File: src/hdl/odlr_queue.sv
// Small FIFO between the classifying front and the compute back.
`timescale 1ns / 1ps
`default_nettype none
module odlr_queue #(
  parameter int W = 49,
  parameter int DEPTH = 4
) (
  input  wire logic         clk,
  input  wire logic         rst,
  input  wire logic         push,
  input  wire logic [W-1:0] push_data,
  output logic              full,
  input  wire logic         pop,
  output logic [W-1:0]      pop_data,
  output logic              not_empty
);
  localparam int PW = (DEPTH > 1) ? $clog2(DEPTH) : 1;
  localparam int CW = $clog2(DEPTH + 1);

  logic [W-1:0]  mem [DEPTH];
  logic [PW-1:0] wr_ptr;
  logic [PW-1:0] rd_ptr;
  logic [CW-1:0] count;

  assign full      = (count == CW'(DEPTH));
  assign not_empty = (count != '0);
  assign pop_data  = mem[rd_ptr];

  always_ff @(posedge clk) begin
    if (push && !full) mem[wr_ptr] <= push_data;
  end

  always_ff @(posedge clk) begin
    if (rst) begin
      wr_ptr <= '0;
      rd_ptr <= '0;
      count  <= '0;
    end else begin
      if (push && !full) wr_ptr <= (wr_ptr == PW'(DEPTH - 1)) ? '0 : wr_ptr + 1'b1;
      if (pop && not_empty) rd_ptr <= (rd_ptr == PW'(DEPTH - 1)) ? '0 : rd_ptr + 1'b1;
      unique case ({push && !full, pop && not_empty})
        2'b10:   count <= count + 1'b1;
        2'b01:   count <= count - 1'b1;
        default: count <= count;
      endcase
    end
  end
endmodule
`default_nettype wire

File: config.mk
export PLATFORM = sky130hd
export DESIGN_NAME = odlr_queue
export DESIGN_NICKNAME = d
export VERILOG_FILES = /design/src/hdl/odlr_queue.sv
export SDC_FILE = /design/constraint.sdc
export NUM_CORES = 1
export LEC_CHECK = 0
export BUFFER_PORTS_ARGS = -buffer_cell sky130_fd_sc_hd__buf_2
export CAP_MARGIN = 20
export CORE_MARGIN = 1.5
export CORE_UTILIZATION = 57
export CTS_CLUSTER_SIZE = 30
export DETAILED_ROUTE_END_ITERATION = 16
export GPL_TIMING_DRIVEN = 0
export PLACE_DENSITY = 0.8
export SLEW_MARGIN = 25
export SYNTH_ARGS = -nofsm -noshare
export SYNTH_HDL_FRONTEND = slang
export SYNTH_SLANG_ARGS = --single-unit
File: constraint.sdc
create_clock -name clk -period 3.1 [get_ports clk]
set_input_delay 0.155 -clock clk [delete_from_list [all_inputs] [get_ports clk]]
set_output_delay 0.155 -clock clk [all_outputs]
set_load 0.05 [all_outputs]
==> impl_metrics.yaml <==
power_and_ir_drop:
  power.leakage_uw: 0.00326
  ir_drop_v: 0.000873
  power.total_uw: 8070
  power_frac_seq: 0.423
  intPower_uw: 5420
  p_comb_frac: 0.294
  p_switching_uw: 2650
  clock_power_share: 0.283
  power_density_nw_per_um2: 856
  p_sw_frac: 0.329
layout:
  fillCellCount: 742
  fin_nets: 544
  final_util: 0.738
  diodes: 0
  syn_to_final_growth_pct: 24.4
  drive_gt1_frac: 0.392
placed_design:
  io_buffers: 102
  place_congestion: 0.676
  place_hpwl_um: 7630
timing:
  fin_crit_sh: 0.831
  hold_viol: 0
  fin_skew_ns: 0.00785
  slew_headroom: 0.473
  fmax_mhz: 388
  rsz0062_at_grt: "no"
  drv_slew: 0
  finalSetupTns_ns: 0
  timing.final.crit_period_ns: 2.58
  setup_violations: 0
  worst_slew_pin_slew_ns: 0.791
yosys:
  yosysUniqueCellTypes: 28
  avgSynthCellArea_um2: 24.4
  yosys.area.top_type: "edfxtp_1"
  synth_edf_count: 196
  ys_seq_area_frac: 0.801
  ys_warn_count: 0
  async_reset_ff_frac: 0
  yosysTopAreaCellShare: 0.777
  syn_inst: 310
  synth_flop_cell: "edfxtp_1"
  ys_ff_latch: 205
  synth.cell_area_um2: 7580
  synth_area_leaders: "edfxtp_1 (78%), mux4_2 (15%), dfxtp_1 (2.4%), ha_1 (0.99%), and3_2 (0.40%)"
  syn-num-nets: 370
critical_path:
  arrival_ns: 2.98
  worstSetupPathType: "register to register"
  start_kind: "register"
  crit_fanout: 9
  end_kind: "register"
  required_ns: 3.51
routing:
  first_pass_iters: 4
  vias_per_cell: 5.52
  drc: 0
  postRouteAntennaNets: 0
  wl_per_cell_um: 20.9
  routed_wl_um: 14000
  vias: 3695
  drt-initial-drc-count: 274
grt:
  overflow: 0
  antenna_found_initial: 0
  grt_max_degree: 50
  grt_pass1_wl_um: 21900
  gr-usage-all-layers: 0.207
  grt_pass1_vias: 4074
clock_tree:
  cts_tree: "yes"
  htreeDepth: 1
  path_clk_slew_ns: 0.06
  cts_root_buffer: "clkbuf_16"
  numClockSinks: 205
  clockBufferDepth: 3
  clock_latency_ns: 0.47
  cts_inserted_buffers: 21
die:
  num_rows: 41
  coreArea_um2: 12800
  die-area_um2: 14000
  die_y_um: 118
  start_util: 0.593
  io_pins: 104
  die-width_um: 118
run_status:
  outcome: "complete, no violations"
min_path:
  hold_path_class: "primary input to register"
run:
  drv_cap: 0
-- final cells by class --
cell class,instances,area [um^2],area share
sequential,205,6070,0.643
multi-input combinational,84,1400,0.148
timing repair buffer,151,1000,0.106
clock buffer,24,537,0.0569
tap,172,215,0.0228
buffer,13,100,0.0106
clock inverter,12,81.3,0.00863
inverter,8,30.0,0.00319
-- path summary, 6_finish.rpt --
| path | from | cells after the start | endpoint | slack (ns) |
|---|---|---|---|---|
| min | rst | 2 | count[1]$_SDFFE_PP0P_ | 0.05 |
| min reg2reg | rd_ptr[0]$_SDFFE_PP0P_ | 2 | rd_ptr[0]$_SDFFE_PP0P_ | 0.50 |
| max reg2reg | count[2]$_SDFFE_PP0P_ | 10 | count[2]$_SDFFE_PP0P_ | 0.52 |
| max | count[2]$_SDFFE_PP0P_ | 10 | count[2]$_SDFFE_PP0P_ | 0.52 |
-- critical path, stage by stage, from the launching register on --
cell     delay (ns)
dfxtp_1        0.39
or3b_1         0.41
buf_6          0.16
and2_4         0.16
inv_1          0.05
ha_1           0.17
inv_1          0.06
fa_1           0.37
xor2_1         0.16
or3_2          0.43
a21oi_1        0.15
-- cell usage in the layout, fill, tap and decap left out, types with 2 or more instances in the layout --
cell,Yosys,final
or3_2,2,2
a21oi_1,4,4
buf_6,2,2
clkinv_1,0,6
mux4_2,49,49
edfxtp_1,196,196
and3_4,0,4
buf_4,3,3
xor2_1,2,2
ha_1,6,6
clkbuf_1,1,4
nor2_1,4,4
buf_8,2,2
dfxtp_1,9,9
buf_2,2,104
inv_1,8,8
clkinv_2,0,4
nand3_1,2,2
clkbuf_16,0,21
buf_1,3,3
dlygate4sd3_1,0,49
-- per-stage QoR --
| step | cells | setup slack (ns) | hold slack [ns] | instance area [um^2] |
|---|---|---|---|---|
| after detailed placement | 584 | 0.603 | 0.374 | 8320 |
| after global placement | 584 | 0.683 | 0.365 | 8300 |
| after global routing | 669 | 0.409 | 0.0565 | 9430 |
| after CTS | 669 | 0.531 | 0.0282 | 9430 |
| final | 669 | 0.523 | 0.0486 | 9430 |
| after floorplan | 310 | 0.759 | 0.254 | 7580 |
-- layer usage --
| layer | wire length, um | track usage | vias to the layer above |
|---|---|---|---|
| li1 | - | - | 1657 |
| met3 | 943 | 0.0430 | 15 |
| met1 | 5640 | 0.270 | 1891 |
| met4 | 122 | 0.0381 | 0 |
| met2 | 7290 | 0.366 | 132 |
| met5 | 0 | 0 | - |
-- registers in the layout (all words and copies together), names as in the netlist, named ones only --
register / flops
rd_ptr: 2
count: 3
mem: 196
wr_ptr: 2
-- power by group through the flow --
stage	clock network, uW	logic, uW	registers (uW)
2_1_floorplan	0	1840	3430
3_3_place_gp	0	2290	3450
3_5_place_dp	0	2340	3470
4_1_cts	2320	2390	3410
5_1_grt	2430	2500	3430
6_report	2290	2370	3410
-- repair_timing --
action,4_1_cts,5_1_grt
endpoints found under the setup margin,0,0
hold endpoints to repair,196,0
buffers inserted,0,0
gates resized for setup,0,0
hold buffers,49,0
-- synthesized netlist by cell type (3+ instances only) --
| master | n |
|---|---|
| inv_1 | 8 |
| mux4_2 | 49 |
| ha_1 | 6 |
| nor2_1 | 4 |
| dfxtp_1 | 9 |
| a21oi_1 | 4 |
| and3_2 | 4 |
| buf_4 | 3 |
| buf_1 | 3 |
| edfxtp_1 | 196 |
-- cell families (layout without fill, tap and decap cells) --
kind of cell,after synthesis,in the layout,synth area share
adders and majority gates,7,7,0.0125
DFF,205,205,0.801
xor gates and xnor gates,2,2,0.00231
AOI/OAI and AO/OA,8,8,0.00694
buffers and inverters,21,208,0.0172
and+or+nand+nor,17,17,0.0135
muxes,50,50,0.147
(Power assumes the default switching activity.)
