$ cat src/hdl/odlr_ifs.sv
// Interfaces: item, result and configuration channels.
`timescale 1ns / 1ps
`default_nettype none
interface odlr_item_if #(parameter int W = 24);
  logic         valid;
  logic         ready;
  logic [W-1:0] sample_reading;
  logic [W-1:0] base_reading;
  logic [W-1:0] blank_reading;
  modport source (output valid, sample_reading, base_reading, blank_reading, input ready);
  modport sink (input valid, sample_reading, base_reading, blank_reading, output ready);
endinterface

`default_nettype wire

$ cat src/hdl/odlr_front.sv
// Front: accept readings, form differences, flag the forced-zero case.
`timescale 1ns / 1ps
`default_nettype none
module odlr_front #(
  parameter int READING_BITS = 24
) (
  odlr_item_if.sink                 items,
  input  wire logic                 queue_full,
  output logic                      push,
  output logic [2*READING_BITS:0]   entry
);
  localparam int R = READING_BITS;

  logic         fz;
  logic [R-1:0] smp;
  logic [R-1:0] bas;
  logic [R-1:0] blk;
  logic [R-1:0] range_d;
  logic [R-1:0] val_d;

  // Keep only the low READING_BITS bits of each reading.
  assign smp = R'(items.sample_reading);
  assign bas = R'(items.base_reading);
  assign blk = R'(items.blank_reading);

  // A difference below one means the later reading does not exceed the base.
  assign fz      = (blk <= bas) || (smp <= bas);
  assign range_d = blk - bas;
  assign val_d   = smp - bas;

  assign items.ready = !queue_full;
  assign push        = items.valid && !queue_full;
  assign entry       = {fz, range_d, val_d};
endmodule
`default_nettype wire

$ cat src/flat_wrapper.sv
// flat-port wrapper written by rule: the top's interface ports become plain ports
module odlr_front_flat 
#(
  parameter int READING_BITS = 24
)
  (queue_full, push, entry, items_valid, items_sample_reading, items_base_reading, items_blank_reading, items_ready);
  odlr_item_if items_i ();
  input  wire logic queue_full;
  output logic push;
  output logic [2*READING_BITS:0] entry;
  input wire logic [$bits(items_i.valid)-1:0] items_valid;
  input wire logic [$bits(items_i.sample_reading)-1:0] items_sample_reading;
  input wire logic [$bits(items_i.base_reading)-1:0] items_base_reading;
  input wire logic [$bits(items_i.blank_reading)-1:0] items_blank_reading;
  output wire logic [$bits(items_i.ready)-1:0] items_ready;
  assign items_i.valid = items_valid;
  assign items_i.sample_reading = items_sample_reading;
  assign items_i.base_reading = items_base_reading;
  assign items_i.blank_reading = items_blank_reading;
  assign items_ready = items_i.ready;
  odlr_front #(.READING_BITS(READING_BITS)) u_core (.items(items_i), .queue_full(queue_full), .push(push), .entry(entry));
endmodule
$ cat config.mk
export PLATFORM = sky130hd
export DESIGN_NAME = odlr_front_flat
export DESIGN_NICKNAME = d
export VERILOG_FILES = /design/src/hdl/odlr_ifs.sv /design/src/hdl/odlr_front.sv /design/src/flat_wrapper.sv
export SDC_FILE = /design/constraint.sdc
export NUM_CORES = 1
export LEC_CHECK = 0
export ABC_AREA = 1
export BUFFER_PORTS_ARGS = -buffer_cell sky130_fd_sc_hd__buf_2
export CAP_MARGIN = 20
export CELL_PAD_IN_SITES_DETAIL_PLACEMENT = 1
export CELL_PAD_IN_SITES_GLOBAL_PLACEMENT = 2
export CORE_AREA = 2 2 124 126
export DETAILED_ROUTE_END_ITERATION = 7
export DIE_AREA = 0 0 126 128
export PLACE_DENSITY_LB_ADDON = 0.2
export SYNTH_ARGS = -nofsm -noshare
export SYNTH_HDL_FRONTEND = slang
export SYNTH_SLANG_ARGS = --single-unit
$ cat constraint.sdc
create_clock -name vclk -period 2.6
set_clock_uncertainty 0.05 [all_clocks]
set_input_delay 0.13 -clock vclk [all_inputs]
set_output_delay 0.13 -clock vclk [all_outputs]
set_load 0.02 [all_outputs]
==> flow_results.org <==
** Drt
- Total detailed-routing wirelength :: 14850 um
- For this run, design rule violations remaining after detail routing come to 0.
- In the final routed layout, each cell accounts on average for 13.37 um.
- For this run, the detailed router's first-pass iteration total came to 4.
- Number of routed nets with antenna violations :: 0
- Initial detailed-routing violation count :: 146
- The final route contains 4776 vias.
- Mean number of vias per cell :: 4.299

** CTS
- Once the clock tree was built, the setup fixing pass inserted 0 buffers.
- The number of gates resized after CTS was 0.
- Buffers inserted to repair hold after CTS numbered 0.

** GRT
- Number of antenna violations at the first check in global routing :: 1
- Aggregate global routing overflow :: 0
- The first global-routing pass estimated 24340 um of wire.
- Global router's overall resource usage :: 0.1836
- Vias in the first global route :: 4793
- Entering global routing, the biggest net connects 8 pins.

** Cells and area
- The sequential cells in the finished layout cover a total of 0 um^2.
- Antenna diode instance count :: 0
- Synthesis-to-finish area growth :: 22.44%
- Num sequential :: 0
- In the final design database the tool counted 1049 nets.
- Leaving out filler cells and counting taps, the final layout contains 1111.
- Of the cells placed in the final design, the portion with a size suffix greater than 1 is 0.1517.
- Number of clock buffers in the layout :: 0
- Fill cell total of the finished layout :: 2186

** Logic synthesis
- Most common library cells after synthesis :: 342 x sky130_fd_sc_hd__nand2_1, 211 x sky130_fd_sc_hd__inv_1, 58 x sky130_fd_sc_hd__nor2_1
- Share of cell area taken by muxes after synthesis :: 0
- Of the total synthesized cell area, the portion taken by full adders, half adders and majority gates is 0.1699.
- Average footprint of a synthesized cell :: 4.712 um^2
- In this run the cell area of the synthesized design comes to 3770 um^2.
- Of the total synthesized cell area, the portion taken by XOR and XNOR cells is 0.05576.
- sky130_fd_sc_hd__nand2_1 takes more of the synthesized area than any other cell.
- Count of synthesis-stage warnings from yosys :: 0
- By area, the combinational part of the netlist is dominated by simple AND/OR/NAND/NOR gates.
- Cell count after synthesis :: 800
- The share of the Yosys chip area taken by registers is 0.
- Library cell with the highest instance count after synthesis :: sky130_fd_sc_hd__nand2_1
- Share of synthesized cell area in and, or, nand and nor gates :: 0.5244
- The share of synthesized area in the top cell type comes to 0.3405.
- Syn Nets :: 924
- The synthesized netlist contains 19 unique library cells.
- Compound-cell area share of the yosys netlist :: 0.03584
- Ranked by total cell area, the synthesized netlist is headed by sky130_fd_sc_hd__nand2_1 34%, sky130_fd_sc_hd__inv_1 21%, sky130_fd_sc_hd__ha_1 16%, sky130_fd_sc_hd__nand3_1 6.6%, sky130_fd_sc_hd__nor2_1 5.8%.

** STA
- Worst relative slew slack :: 0.7514
- Setup repair after global routing left no endpoint under its margin.
- Transition at the pin with the smallest max-transition slack :: 0.3700 ns
- Of the available clock period, the critical path in the final layout requires 0.8153.
- Static timing analysis puts the maximum clock frequency at 471.7 MHz.
- Total Neg Setup Slack :: 0 ns
- Clock period minus final worst setup slack :: 2.120 ns
- Hold Slack :: 0.4714 ns
- The final hold violation count was 0.
- Setup violations remaining at the end of the flow were counted as 0.
- Number of slew-limit violations in the final report :: 0
- Setup slack on the critical path of the routed design comes to 0.4802 ns.

** Worst setup path
- Data on the critical path arrives at its endpoint at 1.94 ns.
- For the worst setup path, the data required time is 2.42 ns.
- Startpoint Class :: input pin
- Library cell contributing the largest single delay on the critical path :: sky130_fd_sc_hd__fa_1
- CP bufs+invs :: 4
- The largest single stage delay on the critical path is 0.40 ns.
- In this run the worst path has a maximum fanout of 4.
- Family with the most delay on the worst path :: simple AND/OR/NAND/NOR gates
- Walking the worst path, the cells encountered are buf_2 -> inv_1 -> ha_1 -> fa_1 -> inv_1 -> nand3_1 -> nand3_1 -> nand2_1 -> nand2_1 -> nand2_1 -> nand3_1 -> nand2_1 -> nand2_1 -> buf_2.
- STA classifies the critical path endpoint as an output port.
- The critical path is of the in -> out type.
- Cell with the most instances on the worst path :: sky130_fd_sc_hd__nand2_1

** Die
- Starting density of the core :: 0.2536
- Width of the die :: 126 um
- The die covers 16130 um^2.
- The die is 128 um tall.
- After floorplanning, the core was sized to cover 14860 um^2.
- 125 I/O pins were placed.
- After floorplanning, the core was divided into 45 placement rows.

** Min path
- The min-delay analysis places its worst path in the category in -> out.

** Placed design
- In this run the tool buffered the top-level ports with 125 buffer cells.
- At the end of routability-driven placement, the weighted congestion stood at 0.8330.
- Prior to clock tree synthesis, the placed netlist has a worst setup slack of 0.4708 ns.
- The wire-length estimate of the detail-placed layout is 13720 um.
- Dpl cells :: 1111

** Pwr
- Power spread over the standard cell area amounts to 274.0 nW/um^2.
- VDD sags by at most 0.1217 mV.
- Leakage :: 3.194 nW

** Run
- Max-cap violations :: 0

** Outcome
- The flow ran to the end, and the final reports show no timing, DRC or antenna violations.
-- worst min-delay path, delay by kind of cell --
family   cells  cell delay (ns)
buf+inv      3             0.26
-- kinds of logic after synthesis --
logic type                 Yosys count
adders and majority gates           50
buffers and inverters              213
AOI/OAI and AO/OA                   27
and+or+nand+nor                    486
xor gates and xnor gates            24
-- placed cells by master, fill, tap and decap left out --
cell / count
sky130_fd_sc_hd__nand2_1: 342
sky130_fd_sc_hd__inv_1: 211
sky130_fd_sc_hd__buf_2: 125
sky130_fd_sc_hd__nor2_1: 58
sky130_fd_sc_hd__nand3_1: 50
sky130_fd_sc_hd__ha_1: 48
sky130_fd_sc_hd__a21oi_1: 25
sky130_fd_sc_hd__xor2_1: 22
sky130_fd_sc_hd__nand4_1: 12
sky130_fd_sc_hd__nor2_2: 8
sky130_fd_sc_hd__nor3_1: 5
sky130_fd_sc_hd__nand2_2: 4
sky130_fd_sc_hd__or2_2: 2
sky130_fd_sc_hd__and2_1: 2
sky130_fd_sc_hd__nand3b_1: 2
sky130_fd_sc_hd__xnor2_1: 2
sky130_fd_sc_hd__o21ai_0: 2
sky130_fd_sc_hd__fa_1: 2
sky130_fd_sc_hd__nand3_2: 1
-- where the power goes --
part	switching, W	internal [W]
logic	0.000842	0.000423
registers	0	0
clock network	0	0
-- metal layers --
| layer | routed length, um | global-route usage | vias to the layer above |
|---|---|---|---|
| met5 | 13 | 0 | - |
| met4 | 0 | 0 | 2 |
| met2 | 6538 | 0.3109 | 99 |
| met1 | 7614 | 0.2704 | 2063 |
| li1 | - | - | 2610 |
| met3 | 684 | 0.01503 | 2 |
-- area by class of cell --
cell class	count	area (um^2)	share of cell area
Multi-Input combinational cell	587	2963	0.6419
Inverter	211	792.0	0.1716
Timing Repair Buffer	125	625.6	0.1355
Tap cell	188	235.2	0.05096
-- path summary, 6_finish.rpt --
kind                           to                    from  cells after the start  slack [ns]
worst min-delay path  items_ready              queue_full                      3        0.47
worst max-delay path    entry[40]  items_blank_reading[0]                     14        0.48
-- per-stage QoR --
step           total power, W    util  instance area, um^2
4_1_cts              0.001289  0.3105                 4616
5_1_grt              0.001435  0.3105                 4616
3_5_place_dp         0.001281  0.3105                 4616
2_1_floorplan       0.0008572       -                 3770
6_report             0.001265  0.3105                 4616
3_3_place_gp         0.001282  0.3105                 4616
No activity file was read; power rests on OpenSTA's default activity.
